[src/brp_pkg.sv]
// ----------------------------------------------------------------------------
// brp_pkg
// types, register codes and mask helpers shared by the pixel repacker
// ----------------------------------------------------------------------------
`default_nettype none

package brp_pkg;

	localparam int PIXEL_W    = 32;
	localparam int OUT_W      = 32;
	localparam int CFG_DATA_W = 32;
	localparam int REG_IDX_W  = 3;
	localparam int NUM_CHAN   = 4;
	localparam int CHAN_W     = 8;
	localparam int QUEUE_DEPTH = 2;

	// register indexes
	localparam logic [REG_IDX_W-1:0] REG_RED_MASK   = 3'd0;
	localparam logic [REG_IDX_W-1:0] REG_GREEN_MASK = 3'd1;
	localparam logic [REG_IDX_W-1:0] REG_BLUE_MASK  = 3'd2;
	localparam logic [REG_IDX_W-1:0] REG_ALPHA_MASK = 3'd3;
	localparam logic [REG_IDX_W-1:0] REG_RED_BITS   = 3'd4;
	localparam logic [REG_IDX_W-1:0] REG_GREEN_BITS = 3'd5;
	localparam logic [REG_IDX_W-1:0] REG_BLUE_BITS  = 3'd6;
	localparam logic [REG_IDX_W-1:0] REG_ALPHA_BITS = 3'd7;

	// channel slots
	localparam int CH_RED   = 0;
	localparam int CH_GREEN = 1;
	localparam int CH_BLUE  = 2;
	localparam int CH_ALPHA = 3;

	localparam logic [31:0] RED_MASK_RESET   = 32'h00FF_0000;
	localparam logic [31:0] GREEN_MASK_RESET = 32'h0000_FF00;
	localparam logic [31:0] BLUE_MASK_RESET  = 32'h0000_00FF;
	localparam logic [31:0] ALPHA_MASK_RESET = 32'hFF00_0000;
	localparam logic [3:0]  RED_BITS_RESET   = 4'd5;
	localparam logic [3:0]  GREEN_BITS_RESET = 4'd6;
	localparam logic [3:0]  BLUE_BITS_RESET  = 4'd5;
	localparam logic [3:0]  ALPHA_BITS_RESET = 4'd0;
	localparam logic [3:0]  TARGET_MAX       = 4'd8;

	typedef struct packed {
		logic [4:0] off;
		logic [4:0] len;
		logic [3:0] tgt;
	} chan_cfg_t;

	typedef struct packed {
		logic [PIXEL_W-1:0] color;
		logic [5:0]         bpp;
		logic               last;
	} item_t;

	// trailing zeros, then the run of ones above them (capped at 31)
	function automatic chan_cfg_t mask_geom(input logic [31:0] mask);
		logic [31:0] m;
		logic [4:0]  o;
		logic [4:0]  n;
		chan_cfg_t   g;
		m = mask;
		o = '0;
		n = '0;
		if (m[15:0] == 16'h0) begin o = o + 5'd16; m = m >> 16; end
		if (m[7:0] == 8'h0) begin o = o + 5'd8; m = m >> 8; end
		if (m[3:0] == 4'h0) begin o = o + 5'd4; m = m >> 4; end
		if (m[1:0] == 2'h0) begin o = o + 5'd2; m = m >> 2; end
		if (m[0] == 1'b0) begin o = o + 5'd1; m = m >> 1; end
		m = ~m;
		if (m[15:0] == 16'h0) begin n = n + 5'd16; m = m >> 16; end
		if (m[7:0] == 8'h0) begin n = n + 5'd8; m = m >> 8; end
		if (m[3:0] == 4'h0) begin n = n + 5'd4; m = m >> 4; end
		if (m[1:0] == 2'h0) begin n = n + 5'd2; m = m >> 2; end
		if (m[0] == 1'b0) begin n = n + 5'd1; end
		g.off = o;
		g.len = n;
		g.tgt = '0;
		return g;
	endfunction

	function automatic logic [3:0] clamp_target(input logic [3:0] t);
		return (t > TARGET_MAX) ? TARGET_MAX : t;
	endfunction

	// pull one field out and scale it to the target width
	function automatic logic [CHAN_W-1:0] chan_value(input logic [PIXEL_W-1:0] pix,
			input chan_cfg_t c);
		logic [31:0] lmask;
		logic [31:0] f;
		logic [31:0] v;
		lmask = ~(32'hFFFF_FFFF << c.len);
		f = (pix >> c.off) & lmask;
		if ({1'b0, c.tgt} < c.len) begin
			v = f >> (c.len - {1'b0, c.tgt});
		end else begin
			v = f << ({1'b0, c.tgt} - c.len);
		end
		return v[CHAN_W-1:0];
	endfunction

endpackage

`default_nettype wire

[src/brp_pixel_if.sv]
// ----------------------------------------------------------------------------
// brp_pixel_if
// raw pixel request channel
// ----------------------------------------------------------------------------
`default_nettype none

interface brp_pixel_if import brp_pkg::*; ();
	logic               valid;
	logic               ready;
	logic [PIXEL_W-1:0] pixel_value;
	logic               last_pixel;

	modport source(output valid, pixel_value, last_pixel, input ready);
	modport sink(input valid, pixel_value, last_pixel, output ready);
endinterface

`default_nettype wire

[src/brp_word_if.sv]
// ----------------------------------------------------------------------------
// brp_word_if
// packed word request channel
// ----------------------------------------------------------------------------
`default_nettype none

interface brp_word_if import brp_pkg::*; ();
	logic             valid;
	logic             ready;
	logic [OUT_W-1:0] packed_word;
	logic             final_word;

	modport source(output valid, packed_word, final_word, input ready);
	modport sink(input valid, packed_word, final_word, output ready);
endinterface

`default_nettype wire

[src/brp_config.sv]
// ----------------------------------------------------------------------------
// brp_config
// configuration registers, mask geometry worked out on each write
// ----------------------------------------------------------------------------
`default_nettype none

module brp_config import brp_pkg::*; (
	input  wire logic                  clk,
	input  wire logic                  arst_n,
	input  wire logic                  cfg_we,
	input  wire logic [REG_IDX_W-1:0]  cfg_index,
	input  wire logic [CFG_DATA_W-1:0] cfg_wdata,
	output chan_cfg_t [NUM_CHAN-1:0]   chan_cfg
);

	// geometry of the reset masks
	localparam chan_cfg_t RED_RESET_GEOM   = mask_geom(RED_MASK_RESET);
	localparam chan_cfg_t GREEN_RESET_GEOM = mask_geom(GREEN_MASK_RESET);
	localparam chan_cfg_t BLUE_RESET_GEOM  = mask_geom(BLUE_MASK_RESET);
	localparam chan_cfg_t ALPHA_RESET_GEOM = mask_geom(ALPHA_MASK_RESET);

	chan_cfg_t [NUM_CHAN-1:0] cfg_q;
	chan_cfg_t                wr_geom;
	logic [3:0]               wr_tgt;

	assign wr_geom = mask_geom(cfg_wdata);
	assign wr_tgt  = clamp_target(cfg_wdata[3:0]);

	always_ff @(posedge clk or negedge arst_n) begin
		if (!arst_n) begin
			cfg_q[CH_RED]   <= '{off: RED_RESET_GEOM.off, len: RED_RESET_GEOM.len,
				tgt: RED_BITS_RESET};
			cfg_q[CH_GREEN] <= '{off: GREEN_RESET_GEOM.off, len: GREEN_RESET_GEOM.len,
				tgt: GREEN_BITS_RESET};
			cfg_q[CH_BLUE]  <= '{off: BLUE_RESET_GEOM.off, len: BLUE_RESET_GEOM.len,
				tgt: BLUE_BITS_RESET};
			cfg_q[CH_ALPHA] <= '{off: ALPHA_RESET_GEOM.off, len: ALPHA_RESET_GEOM.len,
				tgt: ALPHA_BITS_RESET};
		end else if (cfg_we) begin
			case (cfg_index)
				REG_RED_MASK: begin
					cfg_q[CH_RED].off <= wr_geom.off;
					cfg_q[CH_RED].len <= wr_geom.len;
				end
				REG_GREEN_MASK: begin
					cfg_q[CH_GREEN].off <= wr_geom.off;
					cfg_q[CH_GREEN].len <= wr_geom.len;
				end
				REG_BLUE_MASK: begin
					cfg_q[CH_BLUE].off <= wr_geom.off;
					cfg_q[CH_BLUE].len <= wr_geom.len;
				end
				REG_ALPHA_MASK: begin
					cfg_q[CH_ALPHA].off <= wr_geom.off;
					cfg_q[CH_ALPHA].len <= wr_geom.len;
				end
				REG_RED_BITS:   cfg_q[CH_RED].tgt   <= wr_tgt;
				REG_GREEN_BITS: cfg_q[CH_GREEN].tgt <= wr_tgt;
				REG_BLUE_BITS:  cfg_q[CH_BLUE].tgt  <= wr_tgt;
				REG_ALPHA_BITS: cfg_q[CH_ALPHA].tgt <= wr_tgt;
				default: ;
			endcase
		end
	end

	assign chan_cfg = cfg_q;

endmodule

`default_nettype wire

[src/brp_front.sv]
// ----------------------------------------------------------------------------
// brp_front
// takes pixels, extracts and scales the four fields, forms the packed pixel
// ----------------------------------------------------------------------------
`default_nettype none

module brp_front import brp_pkg::*; (
	brp_pixel_if.sink                pixels,
	input  chan_cfg_t [NUM_CHAN-1:0] chan_cfg,
	input  wire logic                q_full,
	output logic                     q_push,
	output item_t                    q_item
);

	logic [CHAN_W-1:0] r_v, g_v, b_v, a_v;
	logic [3:0]        rt, gt, bt, at;
	logic [4:0]        b_pos, a_pos;

	assign rt = chan_cfg[CH_RED].tgt;
	assign gt = chan_cfg[CH_GREEN].tgt;
	assign bt = chan_cfg[CH_BLUE].tgt;
	assign at = chan_cfg[CH_ALPHA].tgt;

	assign r_v = chan_value(pixels.pixel_value, chan_cfg[CH_RED]);
	assign g_v = chan_value(pixels.pixel_value, chan_cfg[CH_GREEN]);
	assign b_v = chan_value(pixels.pixel_value, chan_cfg[CH_BLUE]);
	assign a_v = chan_value(pixels.pixel_value, chan_cfg[CH_ALPHA]);

	assign b_pos = {1'b0, rt} + {1'b0, gt};
	assign a_pos = b_pos + {1'b0, bt};

	// red low, alpha high
	assign q_item.color = PIXEL_W'(r_v)
		| (PIXEL_W'(g_v) << rt)
		| (PIXEL_W'(b_v) << b_pos)
		| (PIXEL_W'(a_v) << a_pos);
	assign q_item.bpp  = {2'b00, rt} + {2'b00, gt} + {2'b00, bt} + {2'b00, at};
	assign q_item.last = pixels.last_pixel;

	assign pixels.ready = !q_full;
	assign q_push       = pixels.valid && !q_full;

endmodule

`default_nettype wire

[src/brp_queue.sv]
// ----------------------------------------------------------------------------
// brp_queue
// short queue between the front and the packing back end
// ----------------------------------------------------------------------------
`default_nettype none

module brp_queue import brp_pkg::*; (
	input  wire logic clk,
	input  wire logic arst_n,
	input  wire logic push,
	input  item_t     push_item,
	input  wire logic pop,
	output logic      full,
	output logic      head_valid,
	output item_t     head_item
);

	localparam int PTR_W = $clog2(QUEUE_DEPTH);
	localparam int CNT_W = $clog2(QUEUE_DEPTH + 1);

	item_t              mem_q [QUEUE_DEPTH];
	logic [PTR_W-1:0]   wr_ptr_q, rd_ptr_q;
	logic [CNT_W-1:0]   count_q;

	assign full       = (count_q == CNT_W'(QUEUE_DEPTH));
	assign head_valid = (count_q != '0);
	assign head_item  = mem_q[rd_ptr_q];

	always_ff @(posedge clk) begin
		if (push) begin
			mem_q[wr_ptr_q] <= push_item;
		end
	end

	always_ff @(posedge clk or negedge arst_n) begin
		if (!arst_n) begin
			wr_ptr_q <= '0;
			rd_ptr_q <= '0;
			count_q  <= '0;
		end else begin
			if (push) begin
				wr_ptr_q <= (wr_ptr_q == PTR_W'(QUEUE_DEPTH - 1)) ? '0 : wr_ptr_q + 1'b1;
			end
			if (pop) begin
				rd_ptr_q <= (rd_ptr_q == PTR_W'(QUEUE_DEPTH - 1)) ? '0 : rd_ptr_q + 1'b1;
			end
			case ({push, pop})
				2'b10:   count_q <= count_q + 1'b1;
				2'b01:   count_q <= count_q - 1'b1;
				default: count_q <= count_q;
			endcase
		end
	end

endmodule

`default_nettype wire

[src/brp_back.sv]
// ----------------------------------------------------------------------------
// brp_back
// packs pixels into words, handles the end-of-image flush, output register
// ----------------------------------------------------------------------------
`default_nettype none

module brp_back import brp_pkg::*; #(
	parameter int WORD_WIDTH = 32
) (
	input  wire logic clk,
	input  wire logic arst_n,
	input  wire logic q_valid,
	input  item_t     q_item,
	output logic      q_pop,
	brp_word_if.source words
);

	localparam int FILL_W = $clog2(WORD_WIDTH);
	localparam int SUM_W  = FILL_W + 2;
	localparam int WIDE_W = WORD_WIDTH + OUT_W;

	logic [WORD_WIDTH-1:0] acc_q;
	logic [FILL_W-1:0]     fill_q;
	logic                  pend_valid_q;
	logic [OUT_W-1:0]      pend_word_q;
	logic                  out_valid_q;
	logic [OUT_W-1:0]      out_word_q;
	logic                  out_final_q;

	logic [SUM_W-1:0]      sum;
	logic                  full_word;
	logic [WIDE_W-1:0]     wide;
	logic [SUM_W-1:0]      new_sum;
	logic [FILL_W-1:0]     new_fill;
	logic [WORD_WIDTH-1:0] new_acc;
	logic                  flush;
	logic                  needs_out;
	logic                  out_free;

	assign sum       = SUM_W'(fill_q) + SUM_W'(q_item.bpp);
	assign full_word = (sum >= SUM_W'(WORD_WIDTH));
	assign wide      = WIDE_W'(acc_q) | (WIDE_W'(q_item.color) << fill_q);
	assign new_sum   = full_word ? (sum - SUM_W'(WORD_WIDTH)) : sum;
	assign new_fill  = new_sum[FILL_W-1:0];
	// spill-over above the word boundary starts the next word
	assign new_acc   = full_word ? WORD_WIDTH'(wide[WIDE_W-1:WORD_WIDTH])
		: wide[WORD_WIDTH-1:0];
	assign flush     = q_item.last && (new_fill != '0);
	assign needs_out = full_word || flush;

	assign out_free = !out_valid_q || words.ready;
	assign q_pop    = q_valid && !pend_valid_q && (!needs_out || out_free);

	always_ff @(posedge clk or negedge arst_n) begin
		if (!arst_n) begin
			acc_q        <= '0;
			fill_q       <= '0;
			pend_valid_q <= 1'b0;
			out_valid_q  <= 1'b0;
		end else begin
			if (q_pop) begin
				if (q_item.last) begin
					acc_q  <= '0;
					fill_q <= '0;
				end else begin
					acc_q  <= new_acc;
					fill_q <= new_fill;
				end
			end
			if (pend_valid_q && out_free) begin
				pend_valid_q <= 1'b0;
				out_valid_q  <= 1'b1;
			end else if (q_pop && needs_out) begin
				pend_valid_q <= full_word && flush;
				out_valid_q  <= 1'b1;
			end else if (words.ready) begin
				out_valid_q <= 1'b0;
			end
		end
	end

	always_ff @(posedge clk) begin
		if (pend_valid_q && out_free) begin
			out_word_q  <= pend_word_q;
			out_final_q <= 1'b1;
		end else if (q_pop && needs_out) begin
			if (full_word) begin
				out_word_q  <= wide[OUT_W-1:0];
				out_final_q <= q_item.last && !flush;
				pend_word_q <= new_acc[OUT_W-1:0];
			end else begin
				out_word_q  <= new_acc[OUT_W-1:0];
				out_final_q <= 1'b1;
			end
		end
	end

	assign words.valid       = out_valid_q;
	assign words.packed_word = out_word_q;
	assign words.final_word  = out_final_q;

endmodule

`default_nettype wire

[src/bitfield_pixel_repacker.sv]
// ----------------------------------------------------------------------------
// bitfield_pixel_repacker
// unpacks bitfield pixels by channel mask and repacks them into words
// ----------------------------------------------------------------------------
// usage
//   pixels : raw pixel requests (pixel_value, last_pixel), valid/ready
//   words  : packed word requests (packed_word, final_word), valid/ready
//   cfg_*  : register writes (masks 0-3, target widths 4-7), idle only
// throughput: one pixel per cycle while words.ready is high; the front
//   extracts in the cycle of acceptance and the back packs one queued pixel
//   per cycle. a last pixel that both fills a word and leaves a remainder
//   gives two words and holds the back until the second word has moved
//   into the output register. a completing pixel is written into the queue,
//   then its word into the output register
// reset: masks and widths take their reset values, the partial word and
//   fill position clear, queue and output register empty
// stall: when words.ready is low the output register holds its word, the
//   back halts at its next word, the two-entry queue fills, pixels.ready drops
// ----------------------------------------------------------------------------
`default_nettype none

module bitfield_pixel_repacker import brp_pkg::*; #(
	parameter int WORD_WIDTH = 32
) (
	input  wire logic                  clk,
	input  wire logic                  arst_n,
	input  wire logic                  cfg_we,
	input  wire logic [REG_IDX_W-1:0]  cfg_index,
	input  wire logic [CFG_DATA_W-1:0] cfg_wdata,
	brp_pixel_if.sink                  pixels,
	brp_word_if.source                 words
);

	// per-channel offset, run length and clamped target width
	chan_cfg_t [NUM_CHAN-1:0] chan_cfg;

	// front to queue
	logic  q_push;
	item_t q_push_item;
	logic  q_full;

	// queue to back
	logic  q_head_valid;
	item_t q_head_item;
	logic  q_pop;

	brp_config u_config (
		.clk       (clk),
		.arst_n    (arst_n),
		.cfg_we    (cfg_we),
		.cfg_index (cfg_index),
		.cfg_wdata (cfg_wdata),
		.chan_cfg  (chan_cfg)
	);

	// field extraction and pixel assembly
	brp_front u_front (
		.pixels   (pixels),
		.chan_cfg (chan_cfg),
		.q_full   (q_full),
		.q_push   (q_push),
		.q_item   (q_push_item)
	);

	// decouples acceptance from word output
	brp_queue u_queue (
		.clk        (clk),
		.arst_n     (arst_n),
		.push       (q_push),
		.push_item  (q_push_item),
		.pop        (q_pop),
		.full       (q_full),
		.head_valid (q_head_valid),
		.head_item  (q_head_item)
	);

	// word packing, flush on last pixel, output register
	brp_back #(
		.WORD_WIDTH (WORD_WIDTH)
	) u_back (
		.clk     (clk),
		.arst_n  (arst_n),
		.q_valid (q_head_valid),
		.q_item  (q_head_item),
		.q_pop   (q_pop),
		.words   (words)
	);

endmodule

`default_nettype wire
[src/flat_wrapper.sv]
// flat-port wrapper written by rule: the top's interface ports become plain ports
module bitfield_pixel_repacker_flat import brp_pkg::*;
#(
	parameter int WORD_WIDTH = 32
)
  (clk, arst_n, cfg_we, cfg_index, cfg_wdata, pixels_valid, pixels_pixel_value, pixels_last_pixel, pixels_ready, words_valid, words_packed_word, words_final_word, words_ready);
  brp_pixel_if pixels_i ();
  brp_word_if words_i ();
  input  wire logic clk;
  input  wire logic arst_n;
  input  wire logic cfg_we;
  input  wire logic [REG_IDX_W-1:0] cfg_index;
  input  wire logic [CFG_DATA_W-1:0] cfg_wdata;
  input wire logic [$bits(pixels_i.valid)-1:0] pixels_valid;
  input wire logic [$bits(pixels_i.pixel_value)-1:0] pixels_pixel_value;
  input wire logic [$bits(pixels_i.last_pixel)-1:0] pixels_last_pixel;
  output wire logic [$bits(pixels_i.ready)-1:0] pixels_ready;
  output wire logic [$bits(words_i.valid)-1:0] words_valid;
  output wire logic [$bits(words_i.packed_word)-1:0] words_packed_word;
  output wire logic [$bits(words_i.final_word)-1:0] words_final_word;
  input wire logic [$bits(words_i.ready)-1:0] words_ready;
  assign pixels_i.valid = pixels_valid;
  assign pixels_i.pixel_value = pixels_pixel_value;
  assign pixels_i.last_pixel = pixels_last_pixel;
  assign pixels_ready = pixels_i.ready;
  assign words_valid = words_i.valid;
  assign words_packed_word = words_i.packed_word;
  assign words_final_word = words_i.final_word;
  assign words_i.ready = words_ready;
  bitfield_pixel_repacker #(.WORD_WIDTH(WORD_WIDTH)) u_core (.clk(clk), .arst_n(arst_n), .cfg_we(cfg_we), .cfg_index(cfg_index), .cfg_wdata(cfg_wdata), .pixels(pixels_i), .words(words_i));
endmodule
[config.mk]
export PLATFORM = sky130hd
export DESIGN_NAME = bitfield_pixel_repacker_flat
export DESIGN_NICKNAME = d
export VERILOG_FILES = /design/src/brp_pkg.sv /design/src/brp_pixel_if.sv /design/src/brp_word_if.sv /design/src/brp_config.sv /design/src/brp_front.sv /design/src/brp_queue.sv /design/src/brp_back.sv /design/src/bitfield_pixel_repacker.sv /design/src/flat_wrapper.sv
export SDC_FILE = /design/constraint.sdc
export NUM_CORES = 2
export LEC_CHECK = 0
export ABC_AREA = 1
export CAP_MARGIN = 20
export CELL_PAD_IN_SITES_DETAIL_PLACEMENT = 1
export CELL_PAD_IN_SITES_GLOBAL_PLACEMENT = 2
export CORE_ASPECT_RATIO = 0.8
export CORE_MARGIN = 4
export CORE_UTILIZATION = 25
export DETAILED_ROUTE_END_ITERATION = 8
export DONT_BUFFER_PORTS = 1
export HOLD_SLACK_MARGIN = 0.12
export PLACE_DENSITY = 0.7
export SYNTH_ARGS = -nofsm -noshare
export SYNTH_HDL_FRONTEND = slang
export SYNTH_SLANG_ARGS = --single-unit
export TNS_END_PERCENT = 100
[constraint.sdc]
create_clock -name clk -period 5.65 [get_ports clk]
set_input_delay 0.8475 -clock clk [delete_from_list [all_inputs] [get_ports clk]]
set_output_delay 0.8475 -clock clk [all_outputs]
set_load 0.02 [all_outputs]
==> metrics.md <==
| Metric | Value |
|---|---|
| CP max stage cell | fa_1 |
| Post-DR wirelength/cell | about 21 um |
| #FFs+latches synth | ~240 |
| Peak fanout along the critical path | 17 |
| Sequential share of the synthesized area | 0.231 |
| Reg clk slew, reported paths | ~0.06 ns |
| Max-Cap Viols | 0 |
| Worst reg2reg setup slack | a little over 0.7 ns |
| Core Area | around 120,000 sq um |
| Relative slew slack | 0.318 |
| Post-synth EDFFs | approximately 140 |
| Max IR drop VDD | 0.280 mV |
| Data arrival, critical path | ~5.4 ns |
| Asr flop ratio synth | 0.409 |
| Clock Root Buffer | clkbuf_16 |
| Placer's final routability congestion estimate | about 0.9 |
| Iteration-0 DRC Markers | between 2,000 and 3,000 |
| Logic depth of the worst path, buffers included | 14 |
| Ys flop type | edfxtp_1 |
| PwrDens | about 560 nW/um^2 |
| Gr ovfl total | 0 |
| Clock Tree Buf Depth | 3 |
| Clock skew | roughly 0.032 ns |
| Period utilization | 0.872 |
| Synth top area share | 0.203 |
| Cells along the critical path | ha_1 -> fa_1 -> inv_1 -> fa_1 -> o21ai_0 -> a21oi_1 -> xnor2_1 -> buf_4 -> clkinv_1 -> nor2_1 -> inv_1 -> nor3_1 -> nor3_1 -> nand3_1 |
| Avg Synthesized Cell Area | a little under 6 sq um |
| Top cells by area, synth | nand2_1 (20%), edfxtp_1 (15%), o21ai_0 (14%) |
| Area grow syn2layout | 8.78% |
| CP Capture Type | register |
| Final Critical Period | between 4 and 5 ns |
| Most common cell in the netlist | nand2_1 |
| RR Startpoint | u_core.u_config.chan_cfg[14] |
| Hold Path Class | input pin to asynchronous set/reset pin |
| Die area | between 100,000 and 150,000 sq um |
| Clock Sinks | approximately 240 |
| First-pass GRT wire length | between 200 and 250 mm |
| Dpl hpwl | 106 mm |
| Critical Path Source Type | register |
| Max Slew Vio Count | 0 |
| Postcts setup bufs | 0 |
| Synth area leader | nand2_1 |
| Synthesized cell area | 29,400 sq um |
| CP startpoint | u_core.u_config.chan_cfg[14] |
| Post-synth top cells | nand2_1 (1,585), o21ai_0 (831), nand3_1 (416), inv_1 (392), nor2_1 (340) |
| Fmax | around 200 MHz |
| PortBufs | 0 |
| WS Path Type | register to register |
| Final hold vios | 0 |
| Req. time, crit path | 6.08 ns |
| Buffer and inverter count on the worst path | 4 |
| Leakage | about 14 nW |
| Die height | 315 um |
| CTS Buf Count | 29 |
| Iteration count of the initial detailed-routing pass | 5 |
| # DRC | 0 |
| CTS H-tree lvls | 1 |
| Chip width | around 400 um |
| Vias in the first global route | ~33,000 |
| Io pins | 108 |
| Final wirelength | roughly 130 mm |
| Unrepaired setup endpoints after global routing | false |
| Final setup fails | 0 |
| Std cell rows | about 110 |
| Vias | ~33,000 |
| Nets@finish | 4,928 |
| Layout cells sized above 1 | 0.0535 |
| Post-route ant nets | 0 |
| Fill count | about 15,000 |
| Top Family by Delay on Critical Path | adder cells |
| R2R cell count | 14 |
| Setup TNS | 0 ns |
| Syn Inst Count | 4,952 |
| Largest stage delay on the critical path | between 0.7 and 0.8 ns |
| CTS tree | built |
| Starting Density | 0.252 |
| Post-place setup slack | ~0.18 ns |
| Outcome | finished clean |
| Final setup margin | just over 0.7 ns |
| Ys Warns | 0 |
| Least-Margin Pin Slew | ~1.0 ns |
| Global Route Usage Sum | 0.212 |
| Initial antenna violation count | 2 |
| Pin count of the biggest net entering global routing | between 90 and 100 |
| Netlist cell types | 61 |
| Critical path destination | u_core.u_queue.mem_q[0][28] |
| Worst skew pair latency | approximately 0.62 ns |
| RR Endpoint | u_core.u_queue.mem_q[0][28] |
| Post-DR vias/cell | approximately 5.2 |
| Post-Syn Nets | between 5,000 and 6,000 |
-- stage by stage --
| stage | hold WS (ns) | power (mW) | area, sq um | util | cells |
|---|---|---|---|---|---|
| floorplan | 0.454 | 11.8 | 29400 | - | 4952 |
| finish | 0.122 | 17.9 | 31900 | 0.274 | 6350 |
| global placement | 0.471 | 15.7 | 30900 | 0.265 | 6291 |
| detailed placement | 0.479 | 15.8 | 30900 | 0.265 | 6291 |
| CTS | 0.177 | 17.9 | 31900 | 0.274 | 6347 |
| global route | 0.156 | 19.7 | 31900 | 0.274 | 6350 |
-- how the worst min path moves through the flow --
stage                                         to  slack (ns)
global route        u_core.u_config.chan_cfg[42]        0.16
floorplan                u_core.u_back.acc_q[18]        0.45
CTS                 u_core.u_config.chan_cfg[42]        0.18
finish              u_core.u_config.chan_cfg[42]        0.12
global placement         u_core.u_back.acc_q[26]        0.47
detailed placement       u_core.u_back.acc_q[26]        0.48
-- per-layer routing --
| layer | vias to the layer above | GRT usage | routed length, um |
|---|---|---|---|
| met5 | - | 0 | 13 |
| met4 | 2 | 0.0394 | 2550 |
| met3 | 117 | 0.0326 | 8090 |
| met2 | 790 | 0.314 | 54900 |
| met1 | 16107 | 0.322 | 67300 |
| li1 | 16317 | - | - |
-- layout by cell type, fill, tap and decap left out, drive strengths merged, types with 28 or more instances in the layout --
cell type / n
clkinv: 33
clkbuf: 38
o211ai: 82
dfrtp: 85
o21ai: 843
a21oi: 149
xor2: 28
mux2i: 74
o22ai: 37
nand4: 29
buf: 107
nand2: 1607
inv: 408
nand3: 422
nor3: 40
a31oi: 41
nor2: 357
ha: 51
edfxtp: 142
-- worst reg2reg max path: stages (launching register included) --
cell and delay (ns):
dfrtp_1 0.53, ha_1 0.29, fa_1 0.78, inv_1 0.32, fa_1 0.52, o21ai_0 0.19
a21oi_1 0.10, xnor2_1 0.16, buf_4 0.25, clkinv_1 0.49, nor2_1 0.44, inv_1 0.21
nor3_1 0.25, nor3_1 0.08, nand3_1 0.14
-- what timing repair did --
item | CTS | global route
setup endpoints to repair | 0 | 8
hold buffers | 2 | 0
resized for setup | 0 | 1
hold endpoints to repair | 94 | 0
-- registers in the layout, summed over array words and instances (netlist names), 2 cells and up --
signal / flops
u_core.u_queue.mem_q: 78
u_core.u_back.acc_q: 32
u_core.u_queue.count_q: 2
u_core.u_back.words.packed_word: 32
u_core.u_config.chan_cfg: 56
u_core.u_back.fill_q: 5
u_core.u_back.pend_word_q: 32
-- layout make-up --
class,instances,area (sq um),share of cell area
Multi-Input combinational cell,3974,19800,0.619
Sequential cell,242,6780,0.212
Tap cell,1539,1930,0.0603
Inverter,430,1620,0.0509
Timing Repair Buffer,108,846,0.0265
Clock buffer,38,759,0.0238
Clock inverter,16,221,0.00693
Antenna cell,3,7.51,0.000235
-- cell families (layout without fill, tap and decap cells) --
| family | after synthesis | in the layout | share of synthesized area |
|---|---|---|---|
| AO/OA/AOI/OAI | 1309 | 1309 | 0.250 |
| XOR/XNOR | 34 | 34 | 0.0101 |
| adder cells (fa/ha/maj) | 70 | 70 | 0.0347 |
| buffers and inverters | 736 | 592 | 0.0973 |
| flip-flops | 242 | 242 | 0.231 |
| multiplexers | 74 | 74 | 0.0252 |
| other | 0 | 3 | 0 |
| AND/OR/NAND/NOR | 2487 | 2487 | 0.352 |
-- report_power, final --
group          internal, mW  total (mW)  switching, mW
combinational          3.47        12.3           8.85
sequential             3.09        3.65          0.554
clock                  1.15        1.98          0.831
total                  7.71        17.9           10.2
Note: power is estimated with default switching activity, not from simulation.
